### src/hw/rtl/qoi_pkg.sv
`timescale 1ns / 1ps
// Shared types and constants of the QOI pixel encoder.
// No dependencies; the front, queue and back modules import it.
package qoi_pkg;

    localparam int HASH_W    = 6;
    localparam int OP_BYTES  = 5;               // longest byte group one pixel can cause
    localparam int CNT_W     = $clog2(OP_BYTES + 1);
    localparam int IDX_W     = $clog2(OP_BYTES);
    localparam int Q_DEPTH   = 4;

    localparam logic [5:0] RUN_LIMIT = 6'd62;
    localparam logic [5:0] HASH_BIAS = 6'd53;   // 11 * 255 mod 64

    localparam logic [7:0] OP_DIFF = 8'h40;
    localparam logic [7:0] OP_LUMA = 8'h80;
    localparam logic [7:0] OP_RUN  = 8'hc0;
    localparam logic [7:0] OP_RGB  = 8'hfe;

    // byte group of one pixel, bytes[0] goes out first
    typedef struct packed {
        logic [CNT_W-1:0]           count;
        logic [OP_BYTES-1:0][7:0]   bytes;
    } t_op;

endpackage

### src/hw/rtl/qoi_front.sv
`timescale 1ns / 1ps
// Front end: accepts pixels, looks up the color index, picks the op and
// forms the byte group of each pixel. Depends on qoi_pkg.
module qoi_front (
    input  logic            i_clk,
    input  logic            i_rst_n,
    input  logic            i_cfg_valid,
    output logic            o_cfg_ready,
    input  logic            i_color_mode,
    input  logic            push,
    output logic            full,
    input  logic [7:0]      i_red,
    input  logic [7:0]      i_green,
    input  logic [7:0]      i_blue,
    input  logic            i_last_pixel,
    output logic            o_op_push,
    output qoi_pkg::t_op    o_op,
    input  logic            i_op_full
);
    import qoi_pkg::*;

    localparam int INDEX_DEPTH = 1 << HASH_W;

    logic                   r_color_mode;
    logic                   r_s_valid;
    logic [7:0]             r_s_r, r_s_g, r_s_b;
    logic                   r_s_last;
    logic [HASH_W-1:0]      r_s_hash;
    logic                   r_s_fwd;
    logic [23:0]            r_s_fwd_rgb;
    logic [23:0]            r_mem_q;
    logic [23:0]            r_mem [INDEX_DEPTH];
    logic [INDEX_DEPTH-1:0] r_valid;
    logic [7:0]             r_prev_r, r_prev_g, r_prev_b;
    logic [5:0]             r_run;

    logic                   accept, b_fire;
    logic [7:0]             in_g, in_b;
    logic [HASH_W-1:0]      in_hash;
    logic [23:0]            s_rgb, idx_rgb;
    logic                   pix_eq, idx_hit, diff_ok, luma_ok, run_has;
    logic [5:0]             run_inc, n_run;
    logic [7:0]             dr, dg, db, lr, lg, lb, run_byte;
    logic [3:0][7:0]        main;
    logic [CNT_W-1:0]       main_n;

    assign o_cfg_ready = 1'b1;

    assign b_fire = r_s_valid && !i_op_full;
    assign full   = r_s_valid && i_op_full;
    assign accept = push && !full;

    // gray mode replicates the red sample
    assign in_g    = r_color_mode ? i_green : i_red;
    assign in_b    = r_color_mode ? i_blue  : i_red;
    assign in_hash = 6'd3 * i_red[5:0] + 6'd5 * in_g[5:0] + 6'd7 * in_b[5:0] + HASH_BIAS;

    assign s_rgb   = {r_s_r, r_s_g, r_s_b};
    // the pixel ahead of this one wrote its entry after our read was issued
    assign idx_rgb = r_s_fwd ? r_s_fwd_rgb : r_mem_q;
    assign idx_hit = r_valid[r_s_hash] && (idx_rgb == s_rgb);
    assign pix_eq  = (s_rgb == {r_prev_r, r_prev_g, r_prev_b});
    assign run_inc = r_run + 6'd1;

    assign dr = r_s_r - r_prev_r + 8'd2;
    assign dg = r_s_g - r_prev_g + 8'd2;
    assign db = r_s_b - r_prev_b + 8'd2;
    assign diff_ok = (dr[7:2] == 6'd0) && (dg[7:2] == 6'd0) && (db[7:2] == 6'd0);
    assign lr = dr - dg + 8'd8;
    assign lb = db - dg + 8'd8;
    assign lg = dg + 8'd30;
    assign luma_ok = (lr[7:4] == 4'd0) && (lg[7:6] == 2'd0) && (lb[7:4] == 4'd0);

    always_comb begin
        main     = '0;
        main_n   = '0;
        n_run    = '0;
        run_has  = 1'b0;
        run_byte = OP_RUN | {2'b00, r_run - 6'd1};
        if (pix_eq) begin
            n_run = run_inc;
            // run closes at the limit or at the end of the image
            if (run_inc == RUN_LIMIT || r_s_last) begin
                run_has  = 1'b1;
                run_byte = OP_RUN | {2'b00, r_run};
                n_run    = '0;
            end
        end else begin
            run_has = (r_run != 6'd0);
            if (idx_hit) begin
                main[0] = {2'b00, r_s_hash};
                main_n  = CNT_W'(1);
            end else if (diff_ok) begin
                main[0] = OP_DIFF | {2'b00, dr[1:0], dg[1:0], db[1:0]};
                main_n  = CNT_W'(1);
            end else if (luma_ok) begin
                main[0] = OP_LUMA | lg;
                main[1] = {lr[3:0], lb[3:0]};
                main_n  = CNT_W'(2);
            end else begin
                main   = {r_s_b, r_s_g, r_s_r, OP_RGB};
                main_n = CNT_W'(4);
            end
        end
        o_op.bytes = run_has ? {main, run_byte} : {8'h00, main};
        o_op.count = run_has ? main_n + CNT_W'(1) : main_n;
    end

    assign o_op_push = b_fire && (o_op.count != '0);

    always_ff @(posedge i_clk) begin
        if (!i_rst_n) begin
            r_color_mode <= 1'b1;
            r_s_valid    <= 1'b0;
            r_prev_r     <= '0;
            r_prev_g     <= '0;
            r_prev_b     <= '0;
            r_run        <= '0;
            r_valid      <= '0;
        end else begin
            if (i_cfg_valid) begin
                r_color_mode <= i_color_mode;
            end
            if (accept) begin
                r_s_valid <= 1'b1;
            end else if (b_fire) begin
                r_s_valid <= 1'b0;
            end
            if (b_fire) begin
                if (r_s_last) begin
                    r_prev_r <= '0;
                    r_prev_g <= '0;
                    r_prev_b <= '0;
                    r_run    <= '0;
                    r_valid  <= '0;
                end else begin
                    r_prev_r          <= r_s_r;
                    r_prev_g          <= r_s_g;
                    r_prev_b          <= r_s_b;
                    r_run             <= n_run;
                    r_valid[r_s_hash] <= 1'b1;
                end
            end
        end
    end

    always_ff @(posedge i_clk) begin
        if (accept) begin
            r_s_r       <= i_red;
            r_s_g       <= in_g;
            r_s_b       <= in_b;
            r_s_last    <= i_last_pixel;
            r_s_hash    <= in_hash;
            r_s_fwd     <= b_fire && !r_s_last && (in_hash == r_s_hash);
            r_s_fwd_rgb <= s_rgb;
        end
    end

    // color index, one write and one registered read per cycle
    always_ff @(posedge i_clk) begin
        if (b_fire && !r_s_last) begin
            r_mem[r_s_hash] <= s_rgb;
        end
        if (accept) begin
            r_mem_q <= r_mem[in_hash];
        end
    end

endmodule

### src/hw/rtl/qoi_fifo.sv
`timescale 1ns / 1ps
// Short queue of byte groups between the front and back ends.
// Depends on qoi_pkg.
module qoi_fifo (
    input  logic            i_clk,
    input  logic            i_rst_n,
    input  logic            i_push,
    input  qoi_pkg::t_op    i_data,
    output logic            o_full,
    input  logic            i_pop,
    output qoi_pkg::t_op    o_data,
    output logic            o_empty
);
    import qoi_pkg::*;

    localparam int PTR_W = $clog2(Q_DEPTH);

    t_op              r_q [Q_DEPTH];
    logic [PTR_W-1:0] r_wr, r_rd;
    logic [PTR_W:0]   r_cnt;
    logic             do_push, do_pop;

    assign o_full  = (r_cnt == (PTR_W + 1)'(Q_DEPTH));
    assign o_empty = (r_cnt == '0);
    assign do_push = i_push && !o_full;
    assign do_pop  = i_pop && !o_empty;
    assign o_data  = r_q[r_rd];

    always_ff @(posedge i_clk) begin
        if (!i_rst_n) begin
            r_wr  <= '0;
            r_rd  <= '0;
            r_cnt <= '0;
        end else begin
            if (do_push) begin
                r_wr <= r_wr + PTR_W'(1);
            end
            if (do_pop) begin
                r_rd <= r_rd + PTR_W'(1);
            end
            if (do_push && !do_pop) begin
                r_cnt <= r_cnt + (PTR_W + 1)'(1);
            end else if (do_pop && !do_push) begin
                r_cnt <= r_cnt - (PTR_W + 1)'(1);
            end
        end
    end

    always_ff @(posedge i_clk) begin
        if (do_push) begin
            r_q[r_wr] <= i_data;
        end
    end

endmodule

### src/hw/rtl/qoi_back.sv
`timescale 1ns / 1ps
// Back end: unpacks one byte group at a time onto the result port.
// Depends on qoi_pkg.
module qoi_back (
    input  logic            i_clk,
    input  logic            i_rst_n,
    input  qoi_pkg::t_op    i_op,
    input  logic            i_op_empty,
    output logic            o_op_pop,
    output logic            empty,
    input  logic            pop,
    output logic [7:0]      o_out_byte,
    output logic            o_last_of_item
);
    import qoi_pkg::*;

    t_op              r_op;
    logic             r_busy;
    logic [IDX_W-1:0] r_idx;
    logic             last_byte, advance;

    assign last_byte = (CNT_W'(r_idx) == r_op.count - CNT_W'(1));
    assign advance   = !r_busy || (pop && last_byte);
    assign o_op_pop  = advance && !i_op_empty;

    assign empty          = !r_busy;
    assign o_out_byte     = r_op.bytes[r_idx];
    assign o_last_of_item = last_byte;

    always_ff @(posedge i_clk) begin
        if (!i_rst_n) begin
            r_busy <= 1'b0;
            r_idx  <= '0;
        end else begin
            if (o_op_pop) begin
                r_busy <= 1'b1;
                r_idx  <= '0;
            end else if (r_busy && pop) begin
                if (last_byte) begin
                    r_busy <= 1'b0;
                end
                r_idx <= r_idx + IDX_W'(1);
            end
        end
    end

    always_ff @(posedge i_clk) begin
        if (o_op_pop) begin
            r_op <= i_op;
        end
    end

endmodule

### src/hw/rtl/qoi_pixel_encoder.sv
`timescale 1ns / 1ps
// QOI pixel encoder: one pixel (RGB, or gray in red when color_mode is 0) is taken per cycle
// while full is low and turned into its QOI op bytes (run, index, diff, luma or RGB, alpha fixed
// at 255). The front end registers each pixel with its read of the 64-entry color index,
// classifies it, and then the pixel's byte group (up to five bytes) enters a four-deep queue.
// The back end sends one byte per cycle while pop is high, so sustained input rate is set by the
// byte output: one pixel per cycle while pixels average one byte or less, and a five-byte pixel
// holds the output port until all five are popped. A pixel that only extends a run produces
// no bytes. last_of_item marks the final byte of each pixel; last_pixel flushes a pending run
// and clears all state but the color mode. Reset clears the color index. Depends on qoi_pkg.
module qoi_pixel_encoder (
    input  logic        i_clk,
    input  logic        i_rst_n,
    input  logic        i_cfg_valid,
    output logic        o_cfg_ready,
    input  logic        i_color_mode,
    input  logic        push,
    output logic        full,
    input  logic [7:0]  i_red,
    input  logic [7:0]  i_green,
    input  logic [7:0]  i_blue,
    input  logic        i_last_pixel,
    output logic        empty,
    input  logic        pop,
    output logic [7:0]  o_out_byte,
    output logic        o_last_of_item
);
    import qoi_pkg::*;

    t_op  f_op, q_op;
    logic f_push, q_full, q_empty, q_pop;

    qoi_front u_front (
        .i_clk        (i_clk),
        .i_rst_n      (i_rst_n),
        .i_cfg_valid  (i_cfg_valid),
        .o_cfg_ready  (o_cfg_ready),
        .i_color_mode (i_color_mode),
        .push         (push),
        .full         (full),
        .i_red        (i_red),
        .i_green      (i_green),
        .i_blue       (i_blue),
        .i_last_pixel (i_last_pixel),
        .o_op_push    (f_push),
        .o_op         (f_op),
        .i_op_full    (q_full)
    );

    qoi_fifo u_fifo (
        .i_clk   (i_clk),
        .i_rst_n (i_rst_n),
        .i_push  (f_push),
        .i_data  (f_op),
        .o_full  (q_full),
        .i_pop   (q_pop),
        .o_data  (q_op),
        .o_empty (q_empty)
    );

    qoi_back u_back (
        .i_clk          (i_clk),
        .i_rst_n        (i_rst_n),
        .i_op           (q_op),
        .i_op_empty     (q_empty),
        .o_op_pop       (q_pop),
        .empty          (empty),
        .pop            (pop),
        .o_out_byte     (o_out_byte),
        .o_last_of_item (o_last_of_item)
    );

endmodule

### config.mk
export PLATFORM = sky130hd
export DESIGN_NAME = qoi_pixel_encoder
export DESIGN_NICKNAME = d
export VERILOG_FILES = /design/src/hw/rtl/qoi_pkg.sv /design/src/hw/rtl/qoi_front.sv /design/src/hw/rtl/qoi_fifo.sv /design/src/hw/rtl/qoi_back.sv /design/src/hw/rtl/qoi_pixel_encoder.sv
export SDC_FILE = /design/constraint.sdc
export NUM_CORES = 2
export LEC_CHECK = 0
export ABC_AREA = 1
export BUFFER_PORTS_ARGS = -buffer_cell sky130_fd_sc_hd__buf_2
export CAP_MARGIN = 40
export CELL_PAD_IN_SITES_DETAIL_PLACEMENT = 1
export CELL_PAD_IN_SITES_GLOBAL_PLACEMENT = 1
export CORE_MARGIN = 2
export CORE_UTILIZATION = 50
export CTS_CLUSTER_SIZE = 8
export DETAILED_ROUTE_END_ITERATION = 12
export GPL_TIMING_DRIVEN = 0
export PLACE_DENSITY_LB_ADDON = 0.1
export SLEW_MARGIN = 20
export SYNTH_ARGS = -nofsm -noshare
export SYNTH_HDL_FRONTEND = slang
export SYNTH_SLANG_ARGS = --single-unit
### constraint.sdc
create_clock -name i_clk -period 11 [get_ports i_clk]
set_input_delay 2.75 -clock i_clk [delete_from_list [all_inputs] [get_ports i_clk]]
set_output_delay 2.75 -clock i_clk [all_outputs]
set_load 0.05 [all_outputs]
==> run metrics <==
worst endpoint required time=11.62 ns; Lkg Pwr=between 30 and 40 nW; antenna-violating nets left=0; Clock Sinks=1938; CTS resizes=0; drt drc=0; Distinct cells, synth=45; syn_nets=6683; Startpoint Class=primary input; Global Route Usage Sum=between 30% and 40%; cts hold-fix bufs=0; status=complete, no violations; critical path depth=18; boundary pin count=43; CTS tree=built; Area contributors post-synth=edfxtp_1 69%, o21ai_0 6.2%, nor2_1 5.5%, nand2_1 3.4%, dfxtp_1 2.7%; Post-Synthesis Cells=6538; R2R cell count=17; CP Cell Sequence=buf_2, nand2_1, inv_1, a21oi_1, inv_1, fa_1, fa_1, fa_1, fa_1, ha_1, clkbuf_1, clkbuf_2, clkbuf_1, o221ai_1, o211ai_1, nand3_1, a21oi_1, a31oi_1; routed vias/inst=6.64; first-pass iteration count of the detailed router=7; synthesized flop and latch total=1938; Tot Pwr=33.6 mW; RSZ-0062 raised after global routing=false; Crit Path Max Fanout=10; register area share after synthesis=71.5%; Most common cell on crit path=fa_1; crit path max-delay cell type=clkbuf_2; Worst Hold Class=flip-flop to flip-flop; Max clock buf depth=4; Slew Viols, Final=0; Port Buffers=40; CP top delay family=adder cells; Initial Util=50.4%; Die X=404 µm; Clock transition at path regs=0.05 ns; headroom to the max-slew limit=31.2%; Area Overhead vs Synth=19.3%; Fmax=about 110 MHz; met3 wire len=36200 µm; Core ar.=159000 µm²; P per Cell Area=353 nW/µm²; Mapped Area=79900 µm²; Worst Setup Path Type=primary input to flip-flop; setup bufs post-CTS=0; number of global-route vias before repair=around 62k; met2 wire length=147000 µm; CTS Root Cell=clkbuf_16; Post-Route Skew=0.0567 ns; overall die height=404 µm; WP buf/inv=6; setup TNS=0 ns; final core utilization=60.1%; Worst EP arrival=around 9.4 ns; top-area cell type share of the netlist area=68.8%; CP Capture Type=flip-flop; Num CTS Buffers=293; antenna violations before repair=24; VDD IR max=348 µV; max layer used=met5; most frequent cell after synthesis=edfxtp_1; row cnt=146; fin nets=7251; Slew @ Worst Pin=approximately 1.0 ns; RePlAce Congestion=1.13; first-pass GRT wire length=455000 µm; Synth async-reset ratio=0%; Top FF cell, synth=edfxtp_1; largest area contributor in the netlist=edfxtp_1; DRT iter0 DRCs=just under 9k; max capacitance violation total=0; largest net degree at the start of global routing=56; die area=163000 µm²; syn avg cell area=~12 µm²; DP HPWL=226000 µm; critical path's largest stage delay=0.70 ns; via count=roughly 61k; final hold violation count=0; Overflow after GRT=0; synth warn=0; crit share post-route=79.9%; Hold Path Depth=2; Final min period=between 8 and 9 ns; layout cells sized above 1=10.6%; H-tree level count=5; Commonest cells post-synth=1831 x edfxtp_1, 1161 x nor2_1, 985 x o21ai_0, 718 x nand2_1, 354 x clkbuf_1; met1 WL=between 100000 and 150000 µm; Routed WL=324000 µm; routed len/inst=35.1 µm; # setup viols final=0; Post-synth EDFFs=roughly 1.8k; Worst-Skew Late Latency=~0.95 ns; hold slack=0.467 ns
-- where the power goes --
group	total [mW]	internal, mW	switching (mW)
logic	16.8	3.84	13.0
clock network	8.00	4.83	3.17
registers	8.85	8.69	0.157
-- worst register-to-register path, stage by stage (launching register included) --
cell      delay [ns]
dfxtp_1         0.32
buf_2           0.22
buf_1           0.37
a21oi_1         0.21
inv_1           0.20
fa_1            0.47
fa_1            0.50
fa_1            0.57
fa_1            0.42
ha_1            0.43
clkbuf_1        0.54
clkbuf_2        0.70
clkbuf_1        0.52
o221ai_1        0.23
o211ai_1        0.24
nand3_1         0.51
a21oi_1         0.71
a31oi_1         0.08
-- path summary, 6_finish.rpt --
| kind | start | slack, ns | endpoint |
|---|---|---|---|
| max reg2reg | u_front.r_color_mode | 3.47 | u_front.r_mem_q[12] |
| min reg2reg | u_front.r_prev_g[4] | 0.47 | u_front.r_prev_g[4] |
| max | i_red[2] | 2.21 | u_front.r_mem_q[12] |
| min | u_front.r_prev_g[4] | 0.47 | u_front.r_prev_g[4] |
-- area by class of cell --
| type | count | area, µm² |
|---|---|---|
| clock buffer | 357 | 7620 |
| clock inverter | 12 | 159 |
| fill | 15500 | 63200 |
| buffer | 414 | 1730 |
| sequential | 1938 | 57100 |
| multi-input combinational | 3973 | 20800 |
| inverter | 213 | 807 |
| timing repair buffer | 273 | 4500 |
| antenna | 3 | 7.51 |
| tap | 2072 | 2590 |
-- layer usage --
| metal | vias to the layer above | GRT usage [%] |
|---|---|---|
| li1 | 25000 | - |
| met4 | 20 | 25.4 |
| met2 | 4182 | 60.4 |
| met1 | 31100 | 49.8 |
| met3 | 1153 | 10.4 |
| met5 | - | 0 |
-- state kept, by name (all words and copies together) (netlist names), 2 cells and up --
name                 cells
u_front.r_s_r            8
u_front.r_mem         1536
u_fifo.r_wr              2
u_front.r_prev_r         8
u_back.r_op             43
u_fifo.r_rd              2
u_front.r_s_fwd_rgb     24
u_front.r_prev_b         8
u_back.r_idx             3
u_front.r_mem_q         24
u_fifo.r_q             172
u_front.r_s_b            8
u_front.r_run            6
u_fifo.r_cnt             3
u_front.r_prev_g         8
u_front.r_s_g            8
u_front.r_s_hash         6
u_front.r_valid         64
-- kinds of logic (layout without fill, tap and decap cells) --
logic type / count (synthesis) / after routing / synth area share, %
simple gates: 2098 / 2098 / 10.4
fa+ha+maj: 114 / 114 / 2.01
other cells: 1 / 4 / 0.00469
xor+xnor: 45 / 45 / 0.503
compound gates: 1715 / 1715 / 12.5
buf+inv: 627 / 1269 / 3.14
flops: 1938 / 1938 / 71.5
-- stage by stage --
step | cells | setup slack, ns | instance area (µm²)
2_1_floorplan | 6538 | 3.62 | 79900
3_3_place_gp | 8650 | -1.27 | 82700
3_5_place_dp | 8871 | 1.66 | 87500
4_1_cts | 9240 | 2.64 | 95300
5_1_grt | 9252 | 2.27 | 95400
6_report | 9255 | 2.21 | 95400
-- cell usage in the layout, fill, tap and decap left out, types with 139 or more instances in the layout --
cell type and n:
o211ai_1 148, o22ai_1 271, clkbuf_16 295, clkbuf_1 393, nor2_1 1092, nand3_1 139
nand2_1 718, o21ai_0 979, o221ai_1 158, edfxtp_1 1831, inv_1 201
No activity file was read; power rests on OpenSTA's default activity.
